==> config.mk <==
export PLATFORM = sky130hd
export DESIGN_NAME = llre_ctrl
export DESIGN_NICKNAME = d
export VERILOG_FILES = /design/src/hw/rtl/assert_macros.svh /design/src/hw/rtl/llre_pkg.sv /design/src/hw/rtl/llre_ctrl.sv
export SDC_FILE = /design/constraint.sdc
export NUM_CORES = 1
export LEC_CHECK = 0
export BUFFER_PORTS_ARGS = -buffer_cell sky130_fd_sc_hd__buf_4
export CAP_MARGIN = 5
export CORE_AREA = 2 2 39 41
export DETAILED_ROUTE_END_ITERATION = 16
export DIE_AREA = 0 0 41 43
export PLACE_DENSITY = 0.62
export SYNTH_ARGS = -nofsm -noshare
export SYNTH_HDL_FRONTEND = slang
export SYNTH_SLANG_ARGS = --single-unit
==> constraint.sdc <==
create_clock -name clk -period 4 [get_ports clk]
set_input_delay 0.8 -clock clk [delete_from_list [all_inputs] [get_ports clk]]
set_output_delay 0.8 -clock clk [all_outputs]
set_load 0.01 [all_outputs]
==> src/hw/rtl/assert_macros.svh <==
// ----------------------------------------------------------------------------
// assert_macros.svh
// Clocked assertion helpers, sampled on clk and disabled while rst_n is low.
// ----------------------------------------------------------------------------
`ifndef ASSERT_MACROS_SVH
`define ASSERT_MACROS_SVH

// plain clocked property
`define LLRE_ASSERT(lbl, prop, msg) \
  lbl: assert property (@(posedge clk) disable iff (!rst_n) prop) else $error(msg);

// same-cycle implication
`define LLRE_ASSERT_IMPLY(lbl, ante, cons, msg) \
  `LLRE_ASSERT(lbl, (ante) |-> (cons), msg)

// next-cycle implication
`define LLRE_ASSERT_NEXT(lbl, ante, cons, msg) \
  `LLRE_ASSERT(lbl, (ante) |=> (cons), msg)

`endif

==> src/hw/rtl/llre_pkg.sv <==
// ----------------------------------------------------------------------------
// llre_pkg
// Shared widths, mode codes, controller commands and status for the engine.
// ----------------------------------------------------------------------------
package llre_pkg;

  localparam int unsigned MODE_W = 3;
  localparam int unsigned ITEM_W = 10;
  localparam int unsigned SUM_W  = 19;

  localparam logic [MODE_W-1:0] MODE_INIT        = 3'd0;
  localparam logic [MODE_W-1:0] MODE_MOVE_BEFORE = 3'd1;
  localparam logic [MODE_W-1:0] MODE_MOVE_AFTER  = 3'd2;
  localparam logic [MODE_W-1:0] MODE_SWAP        = 3'd3;
  localparam logic [MODE_W-1:0] MODE_REVERSE     = 3'd4;
  localparam logic [MODE_W-1:0] MODE_REPORT      = 3'd5;

  localparam logic [ITEM_W-1:0] COUNT_RESET = 10'd1023;

  typedef enum logic [3:0] {
    CMD_NONE,
    CMD_LOAD,
    CMD_TOGGLE,
    CMD_RD_X,
    CMD_RD_Y,
    CMD_PLAN,
    CMD_JOIN,
    CMD_INIT,
    CMD_RPT_STEP,
    CMD_EMIT
  } cmd_t;

  typedef struct packed {
    logic [MODE_W-1:0] mode;
    logic              cmd_ok;
    logic              cnt_last;
    logic              join_done;
    logic              out_free;
  } stat_t;

endpackage

==> src/hw/rtl/llre_ctrl.sv <==
// ----------------------------------------------------------------------------
// llre_ctrl
// Sequencer: accepts a word, dispatches on its mode and steps the datapath.
// ----------------------------------------------------------------------------
module llre_ctrl (
  input  logic                clk,
  input  logic                rst_n,
  input  logic                in_valid,
  output logic                in_ready,
  input  llre_pkg::stat_t     stat,
  output llre_pkg::cmd_t      cmd
);

  typedef enum logic [7:0] {
    ST_IDLE     = 8'b0000_0001,
    ST_DISPATCH = 8'b0000_0010,
    ST_RD_Y     = 8'b0000_0100,
    ST_PLAN     = 8'b0000_1000,
    ST_JOIN     = 8'b0001_0000,
    ST_INIT     = 8'b0010_0000,
    ST_RPT      = 8'b0100_0000,
    ST_FIN      = 8'b1000_0000
  } state_t;

  state_t state_r, state_nxt;

  always_comb begin
    state_nxt = state_r;
    cmd       = llre_pkg::CMD_NONE;
    unique case (state_r)
      ST_IDLE: begin
        if (in_valid) begin
          cmd       = llre_pkg::CMD_LOAD;
          state_nxt = ST_DISPATCH;
        end
      end
      ST_DISPATCH: begin
        state_nxt = ST_IDLE;
        unique case (stat.mode) inside
          llre_pkg::MODE_INIT: state_nxt = ST_INIT;
          llre_pkg::MODE_MOVE_BEFORE, llre_pkg::MODE_MOVE_AFTER, llre_pkg::MODE_SWAP: begin
            if (stat.cmd_ok) begin
              cmd       = llre_pkg::CMD_RD_X;
              state_nxt = ST_RD_Y;
            end
          end
          llre_pkg::MODE_REVERSE: cmd = llre_pkg::CMD_TOGGLE;
          llre_pkg::MODE_REPORT:  state_nxt = ST_RPT;
          default:                state_nxt = ST_IDLE;
        endcase
      end
      ST_RD_Y: begin
        cmd       = llre_pkg::CMD_RD_Y;
        state_nxt = ST_PLAN;
      end
      ST_PLAN: begin
        cmd       = llre_pkg::CMD_PLAN;
        state_nxt = ST_JOIN;
      end
      ST_JOIN: begin
        if (stat.join_done) begin
          state_nxt = ST_IDLE;
        end else begin
          cmd = llre_pkg::CMD_JOIN;
        end
      end
      ST_INIT: begin
        cmd = llre_pkg::CMD_INIT;
        if (stat.cnt_last) begin
          state_nxt = ST_IDLE;
        end
      end
      ST_RPT: begin
        cmd = llre_pkg::CMD_RPT_STEP;
        if (stat.cnt_last) begin
          state_nxt = ST_FIN;
        end
      end
      ST_FIN: begin
        if (stat.out_free) begin
          cmd       = llre_pkg::CMD_EMIT;
          state_nxt = ST_IDLE;
        end
      end
      default: state_nxt = ST_IDLE;
    endcase
  end

  always_ff @(posedge clk) begin
    if (!rst_n) begin
      state_r <= ST_IDLE;
    end else begin
      state_r <= state_nxt;
    end
  end

  assign in_ready = (state_r == ST_IDLE);

endmodule

==> impl_metrics.py, run 1 <==
metrics = {
    "synthesis": {
        "synth_area_um2": 544.3,
        "synthCells": 68,
        "synth.net_count": 78,
        "ys_seq_area_share_pct": 29.43,
        "synth_seq_cells": 8,
        "synth_flop_cell": "dfxtp_1",
        "synth_edf_count": 0,
        "synth_warnings": 0,
        "async_flop_share_pct": 0,
        "synth.avg_cell_area_um2": 8.004,
        "synthDistinctLibCells": 30,
    },
    "floorplan": {
        "fp.dieH_um": 43,
        "core-area_mm2": 0.001384,
        "design.portCount": 15,
        "start_util_pct": 39.33,
        "dieArea_mm2": 0.001763,
        "fp.dieW_um": 41,
        "rows": 14,
    },
    "final_layout": {
        "fillCellCount": 148,
        "reg.largest.list": "state_r (8)",
        "multi_input_area_um2": 372.9,
        "drive_above_1_share_pct": 24.71,
        "largest_reg_flops": 8,
        "seqCellArea_um2": 160.2,
        "final_cells": 101,
        "antenna_cells": 0,
        "num-nets-final": 97,
        "top_register": "state_r",
        "areaGrowthSynthToFinish_pct": 27.13,
    },
    "worst_hold_path": {
        "hold_class": "reg -> reg",
    },
    "timing": {
        "slew_viol_final": 0,
        "setup_ws_ps": 1215,
        "rsz0062_at_grt": "false",
        "hold_viol_final": 0,
        "final-setup-viol-count": 0,
        "fin_crit_sh_pct": 69.62,
        "tns_ps": 0,
        "fmax_ghz": 0.3591,
        "whs_ps": 547.9,
        "skew_ps": 0.5776,
        "max_slew_margin_pct": 58.36,
        "post-route-min-period_ps": 2785,
        "worst_slew_pin_slew_ps": 618.9,
    },
    "pwr": {
        "vdd_ir_drop_max_mv": 0.1916,
        "total_power_mw": 0.3189,
        "leakage_nw": 0.3107,
        "power_density_mw_per_mm2": 460.8,
    },
    "clock_tree": {
        "clock-sinks": 8,
        "cts-root-buf": "clkbuf_4",
        "ctsResizeCount": 0,
        "cts_hold_buf": 0,
        "cts_made_buffers": 3,
        "cts_tree": "yes",
        "insertion_delay_ps": 250,
        "htreeDepth": 1,
        "ctsLongestPathBuffers": 2,
        "clk_pin_slew_ps": 50,
        "postCtsSetupBuffers": 0,
    },
    "setup_path": {
        "reg2reg_depth": 5,
        "rrSetupSlack_ps": 2080,
        "crit_type": "reg -> out",
        "critical_path.endpoint": "cmd[1]",
        "r2r-start": "state_r[6]",
        "crit_start": "state_r[5]",
        "worstPathRequired_ps": 3200,
        "path_max_fanout": 6,
        "max_stage_delay_ps": 520,
        "cp_cell_sequence": "nor4_4 -> nand4b_2 -> or4b_4 -> o211ai_1 -> buf_4",
        "crit_path_end_kind": "output pin",
        "start_kind": "flip-flop",
        "cp.arrival_ps": 1980,
        "critical-path-slowest-cell": "or4b_4",
        "r2r_end": "state_r[3]",
    },
    "grt": {
        "grt_pass1_vias": 553,
        "overflow": 0,
        "antenna_found_initial": 0,
        "grt_max_degree": 8,
        "grtUsageTotal_pct": 20.44,
        "grt_pass1_wl_um": 2366,
    },
    "placed_design": {
        "hpwlAfterDp_um": 1098,
        "portBuffers": 14,
        "place_inst": 98,
        "pre_cts_ws_ps": 1461,
        "globalplace.congestion": 0.7806,
    },
    "job": {
        "maxCapViolCount": 0,
    },
    "route": {
        "first_pass_iters": 4,
        "via_count": 589,
        "drt-initial-drc-count": 18,
        "wl_per_cell_um": 13.83,
        "postRouteAntennaNets": 0,
        "drc": 0,
        "routed_wl_um": 1397,
        "via_per_inst": 5.832,
    },
    "outcome": {
        "status": "finished clean",
    },
}
-- per-stage QoR --
step,util (%),area [µm²]
after floorplan,-,544.3
after global placement,48.37,669.4
after detailed placement,48.37,669.4
after CTS,50.00,691.9
after global routing,50.00,691.9
final,50.00,691.9
-- power by group --
part	switching, mW	leakage (nW)	internal, mW
Sequential	0.0167	0.0651	0.0929
Combinational	0.0799	0.232	0.0692
Clock	0.0259	0.0138	0.0342
Total	0.123	0.311	0.196
-- kinds of logic after synthesis --
logic type	Yosys count	synth area share (%)
DFF	8	29.42
buffers and inverters	3	2.069
xor gates and xnor gates	1	1.609
and+or+nand+nor	40	46.21
AOI/OAI and AO/OA	16	20.69
-- worst min-delay path by stage --
| stage | startpoint | endpoint | slack, ps | depth (start not counted) |
|---|---|---|---|---|
| floorplan | state_r[6] | state_r[6] | 490 | 2 |
| global route | state_r[6] | state_r[6] | 580 | 2 |
| global placement | state_r[6] | state_r[6] | 550 | 2 |
| CTS | state_r[6] | state_r[6] | 550 | 2 |
| finish | state_r[6] | state_r[6] | 550 | 2 |
| detailed placement | state_r[6] | state_r[6] | 540 | 2 |
-- layout make-up --
cell class              count  share of cell area, %
well taps                  16                  2.893
repair buffers             14                  15.19
inverters                   3                  1.627
clock buffers               3                  3.255
multi-input cells          57                  53.89
flip-flops and latches      8                  23.15
-- layout by cell type (no fill, tap or decap), types with 3 or more instances in the layout --
| cell type | n |
|---|---|
| buf_4 | 14 |
| nand2_1 | 8 |
| dfxtp_1 | 8 |
| nor2_1 | 7 |
| o211ai_1 | 4 |
| nor2b_1 | 4 |
| nor3_1 | 3 |
| and3_1 | 3 |
| clkbuf_4 | 3 |
-- layer usage --
| metal | vias to the layer above | GRT usage (%) | part of all wire, % |
|---|---|---|---|
| met5 | - | 0 | 0 |
| met4 | 0 | 12.00 | 2.0 |
| met3 | 4 | 3.141 | 6.2 |
| met2 | 24 | 29.69 | 47 |
| met1 | 264 | 27.27 | 45 |
| li1 | 297 | - | - |
-- critical path, delay by kind of cell (launching register included) --
family,cells,cell delay (ps)
buffers and inverters,1,150
AO/OA/AOI/OAI,1,110
AND/OR/NAND/NOR,3,1090
flip-flops,1,380
-- synthesized netlist by cell type (all sizes together), types with 3 or more instances --
cell type  number  area [µm²]
dfxtp           8       160.2
nand2           8       30.03
nor2            7       26.28
nor2b           4       25.02
o211ai          4       30.03
a21oi           3       18.77
and3            3       18.77
nand4b          3       32.53
nor3            3       15.01
nor4            3       33.78
(Power assumes the default switching activity.)
==> run 2, diff against run 1 <==
- clock period: 4 -> 2.6 ns (I/O delays scaled with it)
==> run 2 against run 1 <==
  * Total power is 59% higher
  * Non-clock buffer count is 1 higher
  * Cell count is 0.99% higher
  * Die area stayed put
  * Setup slack worse by 1100 ps
  * Critical path depth stayed put
  * Worst hold slack worse by 17 ps
  * Clock skew is 7.2 ps higher
  * First-iteration DRC count is 61% higher
  * Largest cell class unchanged
==> impl_metrics.py, run 2 (synthesized netlist as in run 1, its figures left out) <==
metrics = {
    "final_layout": {
        "reg.largest.list": "state_r (8)",
        "num-nets-final": 98,
        "top_register": "state_r",
        "layout_common_cells": "buf_4 (15), nand2_1 (8), nor2_1 (7), dfxtp_1 (7)",
        "fillCellCount": 148,
        "multi_input_area_um2": 381.6,
        "largest_reg_flops": 8,
        "antenna_cells": 0,
        "final_common_cell": "buf_4",
        "seqCellArea_um2": 161.4,
        "areaGrowthSynthToFinish_pct": 30.34,
        "drive_above_1_share_pct": 26.74,
    },
    "grt": {
        "grtUsageTotal_pct": 21.21,
        "grt_pass1_wl_um": 2546,
        "busiest_layer": "met2",
        "antenna_found_initial": 0,
        "overflow": 0,
        "grt_use_met1_pct": 25.81,
        "gr-usage-met3_pct": 4.712,
        "grt.met2_usage_pct": 34.38,
        "grt_max_degree": 8,
        "grt_pass1_vias": 589,
    },
    "setup_path": {
        "path_buf_inv": 1,
        "critical-path-slowest-cell": "or4b_4",
        "start_kind": "flip-flop",
        "crit_type": "reg -> out",
        "cp_cell_sequence": "nor4_4 -> nand4b_4 -> or4b_4 -> o211ai_1 -> buf_4",
        "worstPathRequired_ps": 2080,
        "cp.arrival_ps": 1960,
        "path_max_fanout": 4,
        "max_stage_delay_ps": 520,
        "path_delay_family": "simple AND/OR/NAND/NOR gates",
        "crit_path_end_kind": "output pin",
    },
    "floorplan": {
        "rows": 14,
        "design.portCount": 15,
        "fp.dieH_um": 43,
        "core-area_mm2": 0.001384,
        "fp.dieW_um": 41,
        "start_util_pct": 39.33,
        "dieArea_mm2": 0.001763,
    },
    "worst_hold_path": {
        "hold_class": "in -> reg",
    },
    "timing": {
        "skew_ps": 7.746,
        "worst_slew_pin_slew_ps": 623.0,
        "final-setup-viol-count": 0,
        "tns_ps": 0,
        "post-route-min-period_ps": 2481,
        "slew_viol_final": 0,
        "rsz0062_at_grt": "false",
        "max_slew_margin_pct": 58.08,
        "setup_ws_ps": 119.2,
        "fin_crit_sh_pct": 95.42,
        "fmax_ghz": 0.4031,
        "hold_viol_final": 0,
    },
    "route": {
        "via_count": 601,
        "routed_wl_um": 1453,
        "drc": 0,
        "via_per_inst": 5.892,
        "drt-initial-drc-count": 29,
        "first_pass_iters": 4,
        "wl_per_cell_um": 14.25,
        "postRouteAntennaNets": 0,
    },
    "clock_tree": {
        "cts_made_buffers": 3,
        "insertion_delay_ps": 260,
        "cts-root-buf": "clkbuf_4",
        "ctsLongestPathBuffers": 2,
        "clk_pin_slew_ps": 60,
        "cts_hold_buf": 0,
        "htreeDepth": 1,
        "cts_tree": "yes",
        "clock-sinks": 8,
    },
    "placed_design": {
        "globalplace.congestion": 0.7693,
        "pre_cts_ws_ps": 360.3,
        "hpwlAfterDp_um": 1172,
        "portBuffers": 14,
    },
    "pwr": {
        "p_sw_share_pct": 39.47,
        "power_density_mw_per_mm2": 715.8,
        "power_frac_comb_pct": 46.7,
        "intPower_mw": 0.3074,
        "leakage_nw": 0.3220,
        "p_sw_mw": 0.2005,
        "vdd_ir_drop_max_mv": 0.3671,
        "p_seq_share_pct": 34.5,
        "power.share.clock_pct": 18.8,
    },
    "job": {
        "maxCapViolCount": 0,
    },
    "outcome": {
        "status": "finished clean",
    },
}
[run 2: cell types whose count changed in the layout (fill, tap and decap cells not counted), sizes merged]
cell | previous run | this run
buf | 14 | 15
[run 2: layer usage]
| layer | up-vias | share of wire, % |
|---|---|---|
| li1 | 295 | - |
| met4 | 0 | 1.3 |
| met5 | - | 0 |
| met3 | 4 | 5.5 |
| met1 | 275 | 42 |
| met2 | 27 | 51 |
[run 2: worst paths after layout]
| check | start | end | slack (ps) | depth (start not counted) |
|---|---|---|---|---|
| max reg2reg | state_r[3] | state_r[3] | 670 | 6 |
| min | rst_n | state_r[4] | 530 | 2 |
| max | state_r[3] | cmd[1] | 120 | 5 |
| min reg2reg | state_r[5] | state_r[5] | 540 | 2 |
[run 2: final cells by class]
class / instances / share of cell area, %
well taps: 16 / 2.822
multi-input cells: 57 / 53.79
inverters: 3 / 1.587
repair buffers: 15 / 15.87
clock buffers: 3 / 3.175
flip-flops and latches: 8 / 22.75
[run 2: stage by stage]
stage	total power, mW	area, µm²	instances	utilization [%]	hold slack, ps
final	0.5078	709.4	102	51.27	530.5
after detailed placement	0.4014	669.4	98	48.37	530.1
after global routing	0.5478	709.4	102	51.27	554.3
after CTS	0.4983	691.9	101	50.00	523.0
after global placement	0.4025	669.4	98	48.37	523.8
after floorplan	0.3153	544.3	68	-	489.5
[run 2: power by group through the flow]
stage                     Sequential, mW  Clock (mW)  Combinational (mW)
final                              0.175      0.0954               0.237
after global placement             0.173           0               0.229
after floorplan                    0.165           0               0.150
after global routing               0.179       0.107               0.262
after CTS                          0.170      0.0994               0.229
after detailed placement           0.172           0               0.229
[run 2: repair_timing]
| item | in CTS | in global routing |
|---|---|---|
| endpoints found under the setup margin | 0 | 1 |
| setup buffers | 0 | 1 |
| gates resized for setup | 0 | 2 |
==> run 3, diff against run 2 <==
- BUFFER_PORTS_ARGS: -buffer_cell sky130_fd_sc_hd__buf_4 -> -buffer_cell sky130_fd_sc_hd__buf_2
- CTS_BUF_LIST: not set -> sky130_fd_sc_hd__clkbuf_8 sky130_fd_sc_hd__clkbuf_16
==> run 3 against run 2 <==
  * Combinational power shrank 8.4%
  * Wire length increased by 0.34%
  * Sequential share of layout area is 0.95 points higher
  * Clock-buffer cell count unchanged
  * Critical endpoint unchanged
  * Core utilization shrank 2.4 points
  * Largest cell class unchanged
  * Critical path type unchanged
  * Worst hold slack better by 33 ps
  * Non-clock buffer count down 1
  * Cell count decreased by 0.98%
  * Clock skew is 7.0 ps lower
==> impl_metrics.py, run 3 (synthesized netlist as in run 1, its figures left out) <==
metrics = {
    "grt": {
        "grt_max_degree": 8,
        "grt_pass1_wl_um": 2463,
        "grt_pass1_vias": 538,
        "antenna_found_initial": 0,
        "overflow": 0,
        "grtUsageTotal_pct": 21.07,
    },
    "timing": {
        "hold_viol_final": 0,
        "fin_crit_sh_pct": 95.43,
        "final-setup-viol-count": 0,
        "worst_slew_pin_slew_ps": 587.2,
        "slew_viol_final": 0,
        "fmax_ghz": 0.4030,
        "tns_ps": 0,
        "post-route-min-period_ps": 2481,
        "skew_ps": 0.7575,
        "max_slew_margin_pct": 60.49,
        "rsz0062_at_grt": "false",
        "setup_ws_ps": 118.8,
    },
    "setup_path": {
        "rrSetupSlack_ps": 710,
        "crit_type": "reg -> out",
        "worstPathRequired_ps": 2080,
        "r2r-start": "state_r[6]",
        "r2r_end": "state_r[3]",
        "reg2reg_depth": 5,
        "path_max_fanout": 6,
        "cp.arrival_ps": 1960,
        "crit_path_end_kind": "output pin",
        "start_kind": "flip-flop",
    },
    "route": {
        "drc": 0,
        "first_pass_iters": 4,
        "wl_per_cell_um": 14.44,
        "wl_met3_um": 106,
        "postRouteAntennaNets": 0,
        "wl_met1_um": 605,
        "via_per_inst": 5.832,
        "top_layer": "met4",
        "dr_wl_met2_um": 724,
        "drt-initial-drc-count": 24,
        "via_count": 589,
        "routed_wl_um": 1458,
    },
    "floorplan": {
        "start_util_pct": 39.33,
        "dieArea_mm2": 0.001763,
        "design.portCount": 15,
        "fp.dieW_um": 41,
        "fp.dieH_um": 43,
        "rows": 14,
        "core-area_mm2": 0.001384,
    },
    "pwr": {
        "leakage_nw": 0.3097,
        "power_frac_comb_pct": 40.3,
        "p_seq_share_pct": 31.8,
        "p_sw_share_pct": 37.88,
        "vdd_ir_drop_max_mv": 0.3828,
        "power_density_mw_per_mm2": 797.5,
        "intPower_mw": 0.3348,
        "p_sw_mw": 0.2041,
        "power.share.clock_pct": 27.9,
    },
    "placed_design": {
        "hpwlAfterDp_um": 1122,
        "pre_cts_ws_ps": 381.4,
        "globalplace.congestion": 0.8803,
        "portBuffers": 14,
    },
    "clock_tree": {
        "clk_pin_slew_ps": 40,
        "cts_tree": "yes",
        "ctsLongestPathBuffers": 2,
        "cts-root-buf": "clkbuf_8",
        "postCtsSetupBuffers": 0,
        "clock-sinks": 8,
        "insertion_delay_ps": 230,
        "htreeDepth": 1,
        "cts_made_buffers": 3,
        "cts_hold_buf": 0,
        "ctsResizeCount": 0,
    },
    "final_layout": {
        "reg.largest.list": "state_r (8)",
        "num-nets-final": 97,
        "multi_input_area_um2": 372.9,
        "antenna_cells": 0,
        "fillCellCount": 142,
        "largest_reg_flops": 8,
        "final_common_cell": "buf_2",
        "layout_common_cells": "buf_2 (14), nand2_1 (8), dfxtp_1 (8), nor2_1 (7)",
        "areaGrowthSynthToFinish_pct": 24.14,
        "seqCellArea_um2": 160.2,
        "top_register": "state_r",
        "drive_above_1_share_pct": 24.71,
    },
    "worst_hold_path": {
        "hold_class": "reg -> reg",
        "hold_path_end": "state_r[6]",
        "whs_path_depth": 2,
        "min_from": "state_r[6]",
    },
    "job": {
        "maxCapViolCount": 0,
    },
    "outcome": {
        "status": "finished clean",
    },
}
-- run 3: cell count changes in the layout (fill, tap and decap cells not counted) --
cell	change
clkbuf_8	+3
dfxtp_1	+1
clkbuf_4	-3
dfxtp_2	-1
nand4b_2	+1
nand4b_4	-1
buf_2	+14
buf_4	-15
-- run 3: worst max-delay path by stage --
stage | startpoint | to | slack (ps) | cells past startpoint
final | state_r[5] | cmd[1] | 120 | 5
after floorplan | state_r[4] | cmd[1] | 580 | 4
after global routing | state_r[5] | cmd[1] | 10 | 5
after CTS | state_r[5] | cmd[1] | 130 | 5
after global placement | state_r[4] | cmd[1] | 430 | 5
after detailed placement | state_r[5] | cmd[1] | 380 | 5
-- run 3: power by group through the flow --
| stage | Sequential, mW | Combinational, mW | Clock, mW |
|---|---|---|---|
| floorplan | 0.165 | 0.150 | 0 |
| global placement | 0.173 | 0.216 | 0 |
| detailed placement | 0.172 | 0.215 | 0 |
| CTS | 0.170 | 0.217 | 0.150 |
| global route | 0.173 | 0.245 | 0.161 |
| finish | 0.171 | 0.217 | 0.150 |
-- run 3: per-stage QoR --
stage | area (µm²) | total power [mW] | util [%] | hold WS [ps] | cells
6_report | 675.6 | 0.5389 | 48.82 | 563.8 | 101
5_1_grt | 675.6 | 0.5790 | 48.82 | 607.6 | 101
4_1_cts | 675.6 | 0.5374 | 48.82 | 566.9 | 101
3_5_place_dp | 634.4 | 0.3873 | 45.84 | 556.5 | 98
3_3_place_gp | 634.4 | 0.3890 | 45.84 | 527.8 | 98
2_1_floorplan | 544.3 | 0.3153 | - | 489.5 | 68
-- run 3: cell type report --
class	count	area share, %
multi-input combinational	57	55.19
tap	16	2.963
inverter	3	1.667
clock buffer	3	6.111
timing repair buffer	14	10.37
sequential	8	23.70
-- run 3: worst max-delay path: stages, from the launching register on --
cell and delay (ps):
dfxtp_1 370, nor4_4 410, nand4b_2 170, or4b_4 520, o211ai_1 110, buf_2 150
-- run 3: layer usage --
metal	GRT usage, %	vias to the layer above
li1	-	291
met1	27.36	267
met2	31.56	27
met3	6.283	4
met4	8.000	0
met5	0	-
